`src/can_acceptance_filter_table_macros.svh`:
```
// ----------------------------------------------------------------------------
// CAN acceptance filter table - assertion macros
// Shared concurrent assertion forms, clocked on clk, quiet during reset.
// ----------------------------------------------------------------------------
`ifndef CAN_ACCEPTANCE_FILTER_TABLE_MACROS_SVH
`define CAN_ACCEPTANCE_FILTER_TABLE_MACROS_SVH

// consequent must hold in the same cycle as the antecedent
`define CAFT_ASSERT_SAME(label, ante, cons, msg) \
	label: assert property (@(posedge clk) disable iff (!arst_n) (ante) |-> (cons)) \
		else $error(msg);

// consequent must hold in the cycle after the antecedent
`define CAFT_ASSERT_NEXT(label, ante, cons, msg) \
	label: assert property (@(posedge clk) disable iff (!arst_n) (ante) |=> (cons)) \
		else $error(msg);

`endif

```
`src/caft_pkg.sv`:
```
// ----------------------------------------------------------------------------
// caft_pkg
// Types, codes and constants shared by the acceptance filter table modules.
// ----------------------------------------------------------------------------
package caft_pkg;

	localparam int ENTRIES = 32;
	localparam int IDX_W   = $clog2(ENTRIES);
	localparam int CNT_W   = IDX_W + 1;

	localparam int ENTRY_IDX_W = 8;
	localparam int SFF_W       = 11;
	localparam int ID_W        = 29;
	localparam int FRAME_ID_W  = 32;
	localparam int LEN_W       = 4;
	localparam int DATA_W      = 64;
	localparam int STATUS_W    = 2;
	localparam int MATCH_W     = 5;
	localparam int EIU_W       = 6;
	localparam int CFG_IDX_W   = 1;
	localparam int CFG_DATA_W  = 6;

	localparam int FLAG_ERR_BIT = 29;

	localparam logic ACTION_CONFIG = 1'b0;
	localparam logic ACTION_FRAME  = 1'b1;

	localparam logic [STATUS_W-1:0] STATUS_WRITTEN  = 2'd0;
	localparam logic [STATUS_W-1:0] STATUS_ILLEGAL  = 2'd1;
	localparam logic [STATUS_W-1:0] STATUS_MATCHED  = 2'd2;
	localparam logic [STATUS_W-1:0] STATUS_REJECTED = 2'd3;

	localparam logic [CFG_IDX_W-1:0] REG_RX_ENABLE      = 1'd0;
	localparam logic [CFG_IDX_W-1:0] REG_ENTRIES_IN_USE = 1'd1;

	localparam logic [EIU_W-1:0] EIU_RESET = 6'd32;

	typedef struct packed {
		logic                    action;
		logic [ENTRY_IDX_W-1:0]  entry_index;
		logic [SFF_W-1:0]        filter_ident;
		logic [SFF_W-1:0]        filter_mask;
		logic                    filter_rtr;
		logic [FRAME_ID_W-1:0]   frame_id;
		logic [LEN_W-1:0]        frame_length;
		logic [DATA_W-1:0]       frame_data;
	} in_req_t;

	typedef struct packed {
		logic [STATUS_W-1:0] status;
		logic [MATCH_W-1:0]  match_index;
		logic [ID_W-1:0]     out_ident;
		logic [LEN_W-1:0]    out_length;
		logic [DATA_W-1:0]   out_data;
	} out_req_t;

	// mask_full set: mask also covers ID bits 28..11 (the reset all-ones mask)
	typedef struct packed {
		logic             rtr;
		logic [SFF_W-1:0] ident;
		logic             mask_full;
		logic [SFF_W-1:0] mask;
	} entry_t;

	localparam entry_t ENTRY_RESET = '{rtr: 1'b0, ident: '0, mask_full: 1'b1, mask: '1};

	typedef struct packed {
		logic             en;
		logic [IDX_W-1:0] addr;
	} mem_rd_t;

	typedef struct packed {
		logic             en;
		logic [IDX_W-1:0] addr;
		entry_t           data;
	} mem_wr_t;

	typedef struct packed {
		logic             action;
		logic [ID_W-1:0]  key_id;
		logic [IDX_W-1:0] own_index;
		logic [IDX_W-1:0] entry_index;
	} cmp_req_t;

endpackage

```
`src/caft_filter_mem.sv`:
```
// ----------------------------------------------------------------------------
// caft_filter_mem
// Filter entry store: one write port, one registered read port, valid bits.
// ----------------------------------------------------------------------------
module caft_filter_mem (
	input  logic              clk,
	input  logic              arst_n,
	input  caft_pkg::mem_wr_t wr,
	input  caft_pkg::mem_rd_t rd,
	output caft_pkg::entry_t  rd_data
);
	import caft_pkg::*;

	entry_t             mem_q [ENTRIES];
	logic [ENTRIES-1:0] valid_q;
	entry_t             word_s1;
	logic               vld_s1;

	always_ff @(posedge clk) begin
		if (wr.en) begin
			mem_q[wr.addr] <= wr.data;
		end
		if (rd.en) begin
			word_s1 <= mem_q[rd.addr];
		end
	end

	always_ff @(posedge clk or negedge arst_n) begin
		if (!arst_n) begin
			valid_q <= '0;
			vld_s1  <= 1'b0;
		end else begin
			if (wr.en) begin
				valid_q[wr.addr] <= 1'b1;
			end
			if (rd.en) begin
				vld_s1 <= valid_q[rd.addr];
			end
		end
	end

	// unwritten entries read as the reset entry
	assign rd_data = vld_s1 ? word_s1 : ENTRY_RESET;

endmodule

```
`src/caft_cmp_unit.sv`:
```
// ----------------------------------------------------------------------------
// caft_cmp_unit
// Shared entry comparator: masked ID match or duplicate identifier check.
// ----------------------------------------------------------------------------
module caft_cmp_unit (
	input  caft_pkg::cmp_req_t req,
	input  caft_pkg::entry_t   entry,
	output logic               hit
);
	import caft_pkg::*;

	logic id_hit;
	logic dup_hit;
	logic hi_zero;

	always_comb begin
		hi_zero = (req.key_id[ID_W-1:SFF_W] == '0);
		// RTR flag of the key is always clear, so an RTR entry never matches
		id_hit  = !entry.rtr
			&& (((req.key_id[SFF_W-1:0] ^ entry.ident) & entry.mask) == '0)
			&& (!entry.mask_full || hi_zero);
		dup_hit = (req.key_id[SFF_W-1:0] != '0) && hi_zero && !entry.rtr
			&& (entry.ident == req.key_id[SFF_W-1:0])
			&& (req.entry_index != req.own_index);
		hit     = (req.action == ACTION_FRAME) ? id_hit : dup_hit;
	end

endmodule

```
`src/caft_ctrl.sv`:
```
// ----------------------------------------------------------------------------
// caft_ctrl
// Sequencer: takes a request, scans the entries one a cycle, holds the result.
// ----------------------------------------------------------------------------
`include "can_acceptance_filter_table_macros.svh"

module caft_ctrl (
	input  logic                       clk,
	input  logic                       arst_n,
	input  logic                       rx_enable,
	input  logic [caft_pkg::CNT_W-1:0] active_size,
	input  logic                       item_valid,
	output logic                       item_ready,
	input  caft_pkg::in_req_t          item,
	output logic                       result_valid,
	input  logic                       result_ready,
	output caft_pkg::out_req_t         result,
	output caft_pkg::mem_rd_t          mem_rd,
	output caft_pkg::mem_wr_t          mem_wr,
	output caft_pkg::cmp_req_t         cmp_req,
	input  logic                       cmp_hit
);
	import caft_pkg::*;

	typedef enum logic [2:0] {
		ST_IDLE = 3'b001,
		ST_SCAN = 3'b010,
		ST_EMIT = 3'b100
	} state_t;

	state_t           state_q;
	in_req_t          req_q;
	logic [CNT_W-1:0] n_q;
	logic [CNT_W-1:0] issue_q;
	logic             rd_vld_s1;
	logic [IDX_W-1:0] rd_idx_s1;
	out_req_t         res_q;
	out_req_t         out_q;
	logic             out_valid_q;

	logic     item_acc;
	logic     early;
	logic     issue;
	logic     scan_hit;
	logic     scan_end;
	logic     load_res;
	logic     emit;
	out_req_t res_next;

	always_comb begin
		item_acc = (state_q == ST_IDLE) && item_valid;
		early    = (item.action == ACTION_CONFIG)
			? (item.entry_index >= ENTRY_IDX_W'(active_size))
			: (!rx_enable || item.frame_id[FLAG_ERR_BIT]);
		issue    = (state_q == ST_SCAN) && (issue_q < n_q);
		scan_hit = (state_q == ST_SCAN) && rd_vld_s1 && cmp_hit;
		scan_end = (state_q == ST_SCAN) && !rd_vld_s1 && (issue_q == n_q);
		load_res = (item_acc && early) || scan_hit || scan_end;
		emit     = (state_q == ST_EMIT) && (!out_valid_q || result_ready);

		res_next        = '0;
		res_next.status = STATUS_REJECTED;
		if (state_q == ST_IDLE) begin
			if (item.action == ACTION_CONFIG) begin
				res_next.status = STATUS_ILLEGAL;
			end
		end else if (scan_hit) begin
			if (req_q.action == ACTION_FRAME) begin
				res_next.status      = STATUS_MATCHED;
				res_next.match_index = MATCH_W'(rd_idx_s1);
				res_next.out_ident   = req_q.frame_id[ID_W-1:0];
				res_next.out_length  = req_q.frame_length;
				res_next.out_data    = req_q.frame_data;
			end else begin
				res_next.status = STATUS_ILLEGAL;
			end
		end else if (req_q.action == ACTION_CONFIG) begin
			res_next.status = STATUS_WRITTEN;
		end

		mem_rd.en   = issue;
		mem_rd.addr = issue_q[IDX_W-1:0];

		mem_wr.en             = scan_end && (req_q.action == ACTION_CONFIG);
		mem_wr.addr           = req_q.entry_index[IDX_W-1:0];
		mem_wr.data.rtr       = req_q.filter_rtr;
		mem_wr.data.ident     = req_q.filter_ident;
		mem_wr.data.mask_full = 1'b0;
		mem_wr.data.mask      = req_q.filter_mask;

		cmp_req.action      = req_q.action;
		cmp_req.key_id      = (req_q.action == ACTION_FRAME)
			? req_q.frame_id[ID_W-1:0] : ID_W'(req_q.filter_ident);
		cmp_req.own_index   = req_q.entry_index[IDX_W-1:0];
		cmp_req.entry_index = rd_idx_s1;
	end

	always_ff @(posedge clk or negedge arst_n) begin
		if (!arst_n) begin
			state_q     <= ST_IDLE;
			n_q         <= '0;
			issue_q     <= '0;
			rd_vld_s1   <= 1'b0;
			out_valid_q <= 1'b0;
		end else begin
			rd_vld_s1 <= issue;
			if (issue) begin
				issue_q <= issue_q + CNT_W'(1);
			end
			if (emit) begin
				out_valid_q <= 1'b1;
			end else if (result_ready) begin
				out_valid_q <= 1'b0;
			end
			unique case (state_q)
				ST_IDLE: begin
					if (item_valid) begin
						n_q     <= active_size;
						issue_q <= '0;
						state_q <= early ? ST_EMIT : ST_SCAN;
					end
				end
				ST_SCAN: begin
					if (scan_hit || scan_end) begin
						state_q <= ST_EMIT;
					end
				end
				ST_EMIT: begin
					if (emit) begin
						state_q <= ST_IDLE;
					end
				end
				default: begin
					state_q <= ST_IDLE;
				end
			endcase
		end
	end

	always_ff @(posedge clk) begin
		if (item_acc) begin
			req_q <= item;
		end
		rd_idx_s1 <= issue_q[IDX_W-1:0];
		if (load_res) begin
			res_q <= res_next;
		end
		if (emit) begin
			out_q <= res_q;
		end
	end

	assign item_ready   = (state_q == ST_IDLE);
	assign result_valid = out_valid_q;
	assign result       = out_q;

	`CAFT_ASSERT_NEXT(a_busy_after_accept, item_valid && item_ready, !item_ready,
		"request taken but still ready")
	`CAFT_ASSERT_SAME(a_read_in_range, rd_vld_s1, CNT_W'(rd_idx_s1) < n_q,
		"entry read beyond active size")
	`CAFT_ASSERT_SAME(a_write_only_config, mem_wr.en,
		req_q.action == ACTION_CONFIG && state_q == ST_SCAN,
		"entry written outside a configure request")
	`CAFT_ASSERT_SAME(a_unmatched_zero, result_valid && result.status != STATUS_MATCHED,
		result.match_index == '0 && result.out_ident == '0 && result.out_data == '0,
		"non-matched result carries frame fields")

endmodule

```
`src/can_acceptance_filter_table.sv`:
```
// ----------------------------------------------------------------------------
// can_acceptance_filter_table
// Table of 32 CAN receive filters searched by one shared comparator.
// ----------------------------------------------------------------------------
// Requests enter on item_valid/item_ready as an in_req_t. A configure request
// writes one filter entry; a frame request is checked against the active
// entries and the lowest matching entry is reported with the frame. Every
// request gives exactly one result on result_valid/result_ready.
// A configure request with an index beyond the active size or a dropped frame
// (reception off or error flag set) gives its result without a scan.
// Otherwise the entries are read one per cycle through the single comparator:
// the n active entries (at most 32), stopping at the first match or
// duplicate. One request is in work at a time; item_ready is low meanwhile.
// The finished result sits in an output register, so a new request is taken
// while it waits; a stalled receiver holds the block after its next request.
// Registers are written on cfg_we (index 0 rx_enable, 1 entries_in_use); the
// user must write them only while idle, unchecked by the block. Reset: 32
// entries in use, rx off, every entry ident 0, all-ones mask; no clearing pass.
// ----------------------------------------------------------------------------
module can_acceptance_filter_table (
	input  logic                            clk,
	input  logic                            arst_n,
	input  logic                            item_valid,
	output logic                            item_ready,
	input  caft_pkg::in_req_t               item,
	output logic                            result_valid,
	input  logic                            result_ready,
	output caft_pkg::out_req_t              result,
	input  logic                            cfg_we,
	input  logic [caft_pkg::CFG_IDX_W-1:0]  cfg_index,
	input  logic [caft_pkg::CFG_DATA_W-1:0] cfg_data
);
	import caft_pkg::*;

	logic             rx_enable_q;
	logic [EIU_W-1:0] entries_in_use_q;
	logic [CNT_W-1:0] active_size;
	mem_rd_t          mem_rd;
	mem_wr_t          mem_wr;
	entry_t           mem_rd_data;
	cmp_req_t         cmp_req;
	logic             cmp_hit;

	always_ff @(posedge clk or negedge arst_n) begin
		if (!arst_n) begin
			rx_enable_q      <= 1'b0;
			entries_in_use_q <= EIU_RESET;
		end else if (cfg_we) begin
			unique case (cfg_index)
				REG_RX_ENABLE: begin
					rx_enable_q <= cfg_data[0];
				end
				REG_ENTRIES_IN_USE: begin
					entries_in_use_q <= EIU_W'(cfg_data);
				end
				default: begin
				end
			endcase
		end
	end

	assign active_size = (entries_in_use_q >= EIU_W'(ENTRIES))
		? CNT_W'(ENTRIES) : CNT_W'(entries_in_use_q);

	caft_ctrl u_ctrl (
		.clk          (clk),
		.arst_n       (arst_n),
		.rx_enable    (rx_enable_q),
		.active_size  (active_size),
		.item_valid   (item_valid),
		.item_ready   (item_ready),
		.item         (item),
		.result_valid (result_valid),
		.result_ready (result_ready),
		.result       (result),
		.mem_rd       (mem_rd),
		.mem_wr       (mem_wr),
		.cmp_req      (cmp_req),
		.cmp_hit      (cmp_hit)
	);

	caft_filter_mem u_mem (
		.clk     (clk),
		.arst_n  (arst_n),
		.wr      (mem_wr),
		.rd      (mem_rd),
		.rd_data (mem_rd_data)
	);

	caft_cmp_unit u_cmp (
		.req   (cmp_req),
		.entry (mem_rd_data),
		.hit   (cmp_hit)
	);

endmodule
```
`config.mk`:
```
export PLATFORM = sky130hd
export DESIGN_NAME = can_acceptance_filter_table
export DESIGN_NICKNAME = d
export VERILOG_FILES = /design/src/caft_pkg.sv /design/src/caft_filter_mem.sv /design/src/caft_cmp_unit.sv /design/src/caft_ctrl.sv /design/src/can_acceptance_filter_table.sv
export VERILOG_INCLUDE_DIRS = /design/src /design/src/src
export SDC_FILE = /design/constraint.sdc
export NUM_CORES = 1
export LEC_CHECK = 0
export ABC_AREA = 1
export BUFFER_PORTS_ARGS = -buffer_cell sky130_fd_sc_hd__buf_2
export CAP_MARGIN = 20
export CORE_MARGIN = 1
export CORE_UTILIZATION = 45
export CTS_CLUSTER_SIZE = 14
export DETAILED_ROUTE_END_ITERATION = 7
export GPL_TIMING_DRIVEN = 0
export SETUP_SLACK_MARGIN = 0.2
export SYNTH_ARGS = -nofsm -noshare
export SYNTH_HDL_FRONTEND = slang
export SYNTH_SLANG_ARGS = --single-unit
```
`constraint.sdc`:
```
create_clock -name clk -period 5.8 [get_ports clk]
set_clock_uncertainty 0.1 [all_clocks]
set_input_delay 0.58 -clock clk [delete_from_list [all_inputs] [get_ports clk]]
set_output_delay 0.58 -clock clk [all_outputs]
set_load 0.005 [all_outputs]
```
==> flow_metrics.env, run 1 <==
export IMPL_status="complete, no violations"
export IMPL_fmax_ghz=0.226
export IMPL_grt_antenna_before_repair=3
export IMPL_hold_buffers=131
export IMPL_cp_max_fo=24
export IMPL_ys_types=43
export IMPL_critPathMaxStageDelay_ns=0.86
export IMPL_syn2layout_area_growth_pct=20.9
export IMPL_gp_congestion=0.941
export IMPL_power_density_mw_per_mm2=440
export IMPL_syn_area_sq_mm=0.0439
export IMPL_required_ns=6.02
export IMPL_multi_input_area_sq_mm=0.00826
export IMPL_fp_dieArea_sq_mm=0.0987
export IMPL_clkTransAtPathRegs_ns=0.06
export IMPL_synth_seq_area_share_pct=78.3
export IMPL_p_total_uw=23300
export IMPL_path_depth=11
export IMPL_fill_cells=7813
export IMPL_rsz0062_at_grt="no"
export IMPL_ys_top_cells_by_area="edfxtp_1 (75%), nor2_1 (4.7%), o21ai_0 (4.6%)"
export IMPL_syn_instance_count=3163
export IMPL_end_kind="flop"
export IMPL_num_vias=28500
export IMPL_cap_violations=0
export IMPL_die_w_um=314
export IMPL_track_usage_pct=26.0
export IMPL_ir_worst_vdd_mv=0.246
export IMPL_start_kind="flop"
export IMPL_slew_headroom_pct=23.3
export IMPL_cp_top_family="simple AND/OR/NAND/NOR gates"
export IMPL_finalCriticalPeriod_ns=4.43
export IMPL_dr_wl_met3_um=13500
export IMPL_wl_met1_um=52100
export IMPL_finalMaxSlewViolations=0
export IMPL_drc_errors=0
export IMPL_cts_buffers=117
export IMPL_setup_violations=0
export IMPL_port_buffers=247
export IMPL_antenna_left=0
export IMPL_reg2regPathDepth=11
export IMPL_rr_endpoint="u_mem.mem_q[28][15]$_DFFE_PP_"
export IMPL_rows=114
export IMPL_post_route_period_util_pct=76.3
export IMPL_hp_start="item[126]"
export IMPL_worstSkewPairLatency_ns=0.72
export IMPL_setup_slack_ns=1.37
export IMPL_cp_cell_sequence="buf_4 -> inv_4 -> buf_4 -> buf_2 -> ha_1 -> nand2_1 -> nor2_1 -> nand4_1 -> nor2_2 -> nand2_1 -> nor2_4"
export IMPL_top_layer_used="met5"
export IMPL_drt_pass1_iterations=6
export IMPL_layout_drive_gt1_share_pct=15.6
export IMPL_r2r_slack_ns=1.37
export IMPL_utilization_pct=54.9
export IMPL_fin_nets=3862
export IMPL_grt_pass1_vias=27300
export IMPL_syn_avg_cell_area_sq_um=13.9
export IMPL_hold_path_end="u_ctrl.cmp_req[8]$_DFFE_PP_"
export IMPL_r2r_start="u_ctrl.issue_q[0]$_DFF_PN0_"
export IMPL_die_y_um=314
export IMPL_register_area_sq_mm=0.0344
export IMPL_totalWireLength_um=129000
export IMPL_start_util_pct=45.4
export IMPL_synth_edf_count=1093
export IMPL_crit_type="reg -> reg"
export IMPL_worstMarginPinSlew_ns=1.15
export IMPL_clkSinkCount=1155
export IMPL_cts_tree="built"
export IMPL_place_ws_ns=1.50
export IMPL_yosys_area_top_type="edfxtp_1"
export IMPL_met2_length_um=57900
export IMPL_h_tree_depth=3
export IMPL_cp_buffers_inverters=4
export IMPL_grt_max_degree=54
export IMPL_yosys_warnings=0
export IMPL_wire_per_inst_um=25.5
export IMPL_critPathArrivalTime_ns=4.64
export IMPL_syn_nets=3321
export IMPL_grt_pass1_wl_um=185000
export IMPL_ctsLongestPathBuffers=3
export IMPL_placed_cell_area_sq_mm=0.0480
export IMPL_hold_viol=0
export IMPL_hold_depth=1
export IMPL_ioPinCount=250
export IMPL_grt_overflow_total=0
export IMPL_cts_setup_buffers=0
export IMPL_synth_top_cell_area_share_pct=74.8
export IMPL_critPathSlowestCell="nor2_4"
export IMPL_root_buffer="clkbuf_16"
export IMPL_async_flop_share_pct=4.94
export IMPL_avgViaCountPerCell=5.62
export IMPL_drtIter0Drc=3815
export IMPL_leakagePower_uw=0.0188
export IMPL_ys_ff_latch=1155
export IMPL_cts_resized=0
export IMPL_fin_area_sq_mm=0.0530
export IMPL_synth_ff_type="edfxtp_1"
export IMPL_min_path_type="in -> reg"
export IMPL_dp_hpwl_um=85700
export IMPL_coreArea_sq_mm=0.0966
## sequential cells by signal, summed over array words and instances (netlist names), 3 cells and up
signal            cells
entries_in_use_q      6
u_ctrl.cmp_req        6
u_ctrl.issue_q        6
u_ctrl.mem_wr        23
u_ctrl.n_q            6
u_ctrl.rd_idx_s1      5
u_ctrl.req_q         97
u_ctrl.res_q        104
u_ctrl.result       104
u_ctrl.state_q        3
u_mem.mem_q         736
u_mem.valid_q        32
u_mem.word_s1        23
## worst register-to-register path: cells and delay by family, from the launching register on
kind,cells,cell delay [ns]
flip-flops,1,0.80
adder cells (fa/ha/maj),1,0.34
buffers and inverters,4,0.93
AND/OR/NAND/NOR,6,1.84
## layout make-up
cell class,count,area share [%]
tap,1276,3.01
timing repair buffer,422,6.84
antenna,1,0.00472
clock inverter,78,1.20
buffer,175,1.50
multi-input combinational,1642,15.6
clock buffer,138,5.71
inverter,191,1.36
sequential,1155,64.8
## worst max-delay path by stage
stage / from / to / slack [ns]
final: u_ctrl.issue_q[0]$_DFF_PN0_ / u_mem.mem_q[28][15]$_DFFE_PP_ / 1.37
after detailed placement: u_ctrl.issue_q[0]$_DFF_PN0_ / u_mem.mem_q[28][10]$_DFFE_PP_ / 1.50
after CTS: u_ctrl.issue_q[0]$_DFF_PN0_ / u_mem.mem_q[28][10]$_DFFE_PP_ / 1.48
after global routing: u_ctrl.issue_q[0]$_DFF_PN0_ / u_mem.mem_q[28][15]$_DFFE_PP_ / 1.26
after floorplan: u_ctrl.state_q[0]$_DFFE_PN1P_ / u_ctrl.res_q[0]$_SDFFCE_PP0P_ / 0.88
after global placement: u_ctrl.state_q[0]$_DFFE_PN1P_ / u_ctrl.res_q[13]$_SDFFCE_PP0P_ / -1.39
## synthesized netlist by cell type, drive strengths merged, types with 3 or more instances
master,number
clkbuf,101
a21oi,15
o221ai,70
buf,74
xnor2,3
mux2,4
nand2,246
o22ai,116
o211ai,26
nand3,82
edfxtp,1093
o21ai,436
or2,32
nor3,8
ha,14
dfxtp,5
nand3b,3
nand4,29
inv,189
dfrtp,55
nor2,549
## per-layer routing
| metal | global-route usage (%) | up-vias |
|---|---|---|
| li1 | - | 12600 |
| met3 | 5.40 | 221 |
| met5 | 0 | - |
| met1 | 36.1 | 14100 |
| met2 | 39.5 | 1585 |
| met4 | 11.9 | 4 |
## layout by cell type, fill, tap and decap left out, types with 26 or more instances in the layout
cell           count
nand2_1          244
clkbuf_16        118
nand3_1           80
nor2_4            34
o221ai_1          70
inv_1            183
dfrtp_1           55
o21ai_1           30
o21ai_0          405
buf_2            307
clkbuf_1         121
o22ai_1          116
edfxtp_1        1093
buf_16            29
clkinv_1          35
o211ai_1          26
nor2_1           512
nand4_1           29
dlygate4sd3_1    131
## power by group
| part | switching (uW) | internal (uW) |
|---|---|---|
| logic | 3990 | 1520 |
| registers | 424 | 10200 |
| clock network | 3170 | 4080 |
| total | 7590 | 15800 |
## kinds of logic after synthesis
group,Yosys count,synth area share (%)
buffers and inverters,366,3.45
AND/OR/NAND/NOR,953,8.94
XOR/XNOR,3,0.0599
flip-flops,1155,78.3
adder cells (fa/ha/maj),14,0.399
AO/OA/AOI/OAI,668,8.74
multiplexers,4,0.103
## per-stage QoR
step | setup TNS, ns | std cells | hold slack (ns)
final | 0 | 5078 | 0.0310
after global routing | 0 | 5077 | 0.0191
after CTS | 0 | 5077 | 0.00280
after floorplan | 0 | 3163 | 0.184
after global placement | -143.36 | 4686 | 0.300
after detailed placement | 0 | 4730 | 0.305
Note: power is estimated with default switching activity, not from simulation.
==> run 2: changes to the inputs <==
==> constraint.sdc (replaced) <==
create_clock -name clk -period 4.01 [get_ports clk]
set_clock_uncertainty 0.1 [all_clocks]
set_input_delay 0.401 -clock clk [delete_from_list [all_inputs] [get_ports clk]]
set_output_delay 0.401 -clock clk [all_outputs]
set_load 0.005 [all_outputs]
==> flow_metrics.env, run 2 (same netlist as run 1, synthesis figures left out) <==
export IMPL_status="complete, no violations"
export IMPL_layout_drive_gt1_share_pct=18.3
export IMPL_regMostFlops="u_mem.mem_q"
export IMPL_critPathArrivalTime_ns=4.07
export IMPL_power_density_mw_per_mm2=625
export IMPL_final_common_cell="edfxtp_1"
export IMPL_setup_violations=0
export IMPL_worstSkewPairLatency_ns=0.70
export IMPL_grt_max_degree=58
export IMPL_coreArea_sq_mm=0.0966
export IMPL_rows=114
export IMPL_start_util_pct=45.4
export IMPL_clkSinkCount=1155
export IMPL_end_kind="flop"
export IMPL_wire_per_inst_um=26.4
export IMPL_fmax_ghz=0.264
export IMPL_totalWireLength_um=137000
export IMPL_hold_worst_slack_ns=0.114
export IMPL_multi_input_area_sq_mm=0.00852
export IMPL_drc_errors=0
export IMPL_reg2regPathDepth=12
export IMPL_cp_cell_sequence="buf_4 -> inv_4 -> buf_4 -> buf_2 -> ha_1 -> nand2_1 -> nor2_1 -> nand4_1 -> nor2_2 -> nand2_2 -> nor2_2 -> buf_4"
export IMPL_crit_type="reg -> reg"
export IMPL_worstMarginPinSlew_ns=1.08
export IMPL_critPathSlowestCell="dfrtp_4"
export IMPL_seqPwrFrac_pct=45.2
export IMPL_rsz0062_at_grt="yes"
export IMPL_largest_reg_flops=736
export IMPL_antenna_left=0
export IMPL_fin_cells=5195
export IMPL_swShare_pct=32.5
export IMPL_register_area_sq_mm=0.0344
export IMPL_power_frac_comb_pct=23.8
export IMPL_fin_nets=3979
export IMPL_placed_cell_area_sq_mm=0.0480
export IMPL_path_depth=12
export IMPL_dp_hpwl_um=86800
export IMPL_power_frac_clock_pct=31.0
export IMPL_grt_overflow_total=0
export IMPL_utilization_pct=56.2
export IMPL_cts_tree="built"
export IMPL_finalMaxSlewViolations=0
export IMPL_slew_headroom_pct=27.8
export IMPL_grt_pass1_vias=28400
export IMPL_drt_pass1_iterations=5
export IMPL_die_w_um=314
export IMPL_grt_antenna_before_repair=2
export IMPL_die_y_um=314
export IMPL_crit_top_cell="buf_4"
export IMPL_critPathMaxStageDelay_ns=0.57
export IMPL_root_buffer="clkbuf_16"
export IMPL_placed_cells=4726
export IMPL_p_int_uw=22900
export IMPL_ioPinCount=250
export IMPL_finalCriticalPeriod_ns=3.78
export IMPL_drtIter0Drc=4149
export IMPL_track_usage_pct=27.7
export IMPL_cp_top_family="simple AND/OR/NAND/NOR gates"
export IMPL_fin_area_sq_mm=0.0543
export IMPL_cp_max_fo=10
export IMPL_grt_pass1_wl_um=197000
export IMPL_leakagePower_uw=0.0194
export IMPL_syn2layout_area_growth_pct=23.8
export IMPL_cp_buffers_inverters=5
export IMPL_cap_violations=0
export IMPL_clkTransAtPathRegs_ns=0.06
export IMPL_gp_congestion=0.964
export IMPL_cts_buffers=115
export IMPL_ctsLongestPathBuffers=3
export IMPL_mostFrequentLayoutCells="edfxtp_1 (1,093), nor2_1 (512), o21ai_0 (405)"
export IMPL_avgViaCountPerCell=5.67
export IMPL_start_kind="flop"
export IMPL_num_vias=29400
export IMPL_port_buffers=247
export IMPL_fp_dieArea_sq_mm=0.0987
export IMPL_min_path_type="in -> reg"
export IMPL_ir_worst_vdd_mv=0.373
export IMPL_required_ns=4.29
export IMPL_fill_cells=7798
export IMPL_post_route_period_util_pct=94.4
export IMPL_p_sw_uw=11000
export IMPL_hold_depth=4
export IMPL_h_tree_depth=3
export IMPL_hold_viol=0
export IMPL_p_total_uw=33900
export IMPL_r2r_slack_ns=0.23
-- run 2: power groups by stage --
stage / Sequential, uW / Clock [uW] / Combinational, uW
6_report: 15300 / 10500 / 8080
4_1_cts: 15300 / 10700 / 7870
3_3_place_gp: 16000 / 0 / 6730
2_1_floorplan: 15400 / 0 / 3810
3_5_place_dp: 15600 / 0 / 7660
5_1_grt: 15400 / 11100 / 8560
-- run 2: per-layer routing --
layer  wire length, um  global-route usage (%)
met4              6390                    12.5
met5                 0                       0
met1             53400                    38.3
met3             16700                    6.59
met2             60700                    41.7
-- run 2: worst paths after layout --
| path | from | to |
|---|---|---|
| max | u_ctrl.issue_q[0]$_DFF_PN0_ | u_mem.mem_q[25][12]$_DFFE_PP_ |
| min | item[97] | u_ctrl.state_q[1]$_DFFE_PN0P_ |
| max reg2reg | u_ctrl.issue_q[0]$_DFF_PN0_ | u_mem.mem_q[25][12]$_DFFE_PP_ |
| min reg2reg | u_ctrl.res_q[74]$_SDFFCE_PP0P_ | u_ctrl.result[74]$_DFFE_PP_ |
| max in group asynchronous | arst_n | u_mem.valid_q[21]$_DFFE_PN0P_ |
| min in group asynchronous | arst_n | u_mem.vld_s1$_DFFE_PN0P_ |
-- run 2: final cells by class --
| type | instances | share of cell area (%) |
|---|---|---|
| Sequential cell | 1155 | 63.3 |
| Multi-Input combinational cell | 1669 | 15.7 |
| Timing Repair Buffer | 514 | 8.55 |
| Clock buffer | 153 | 5.72 |
| Tap cell | 1276 | 2.94 |
| Buffer | 175 | 1.47 |
| Inverter | 191 | 1.32 |
| Clock inverter | 61 | 1.04 |
| Antenna cell | 1 | 0.00461 |
-- run 2: repair_timing --
item                                   4_1_cts  5_1_grt
setup endpoints to repair                  807      571
endpoints found under the hold margin      192        0
cloned                                      26        1
buffers inserted                            89        1
hold buffers                               137        0
pin swaps                                   56        2
resized for setup                           18        6
-- run 2: through the flow --
stage	setup slack, ns	TNS [ns]
after CTS	0.125	0
after global placement	-2.59	-1447.90
after detailed placement	-0.330	-155.61
after floorplan	-0.515	-53.61
after global routing	0.134	0
final	0.225	0
-- run 2: worst reg2reg max path, cell delays in order (launching register included) --
cell	delay (ns)
dfrtp_4	0.57
buf_4	0.30
inv_4	0.06
buf_4	0.21
buf_2	0.25
ha_1	0.34
nand2_1	0.05
nor2_1	0.10
nand4_1	0.21
nor2_2	0.44
nand2_2	0.39
nor2_2	0.22
buf_4	0.22
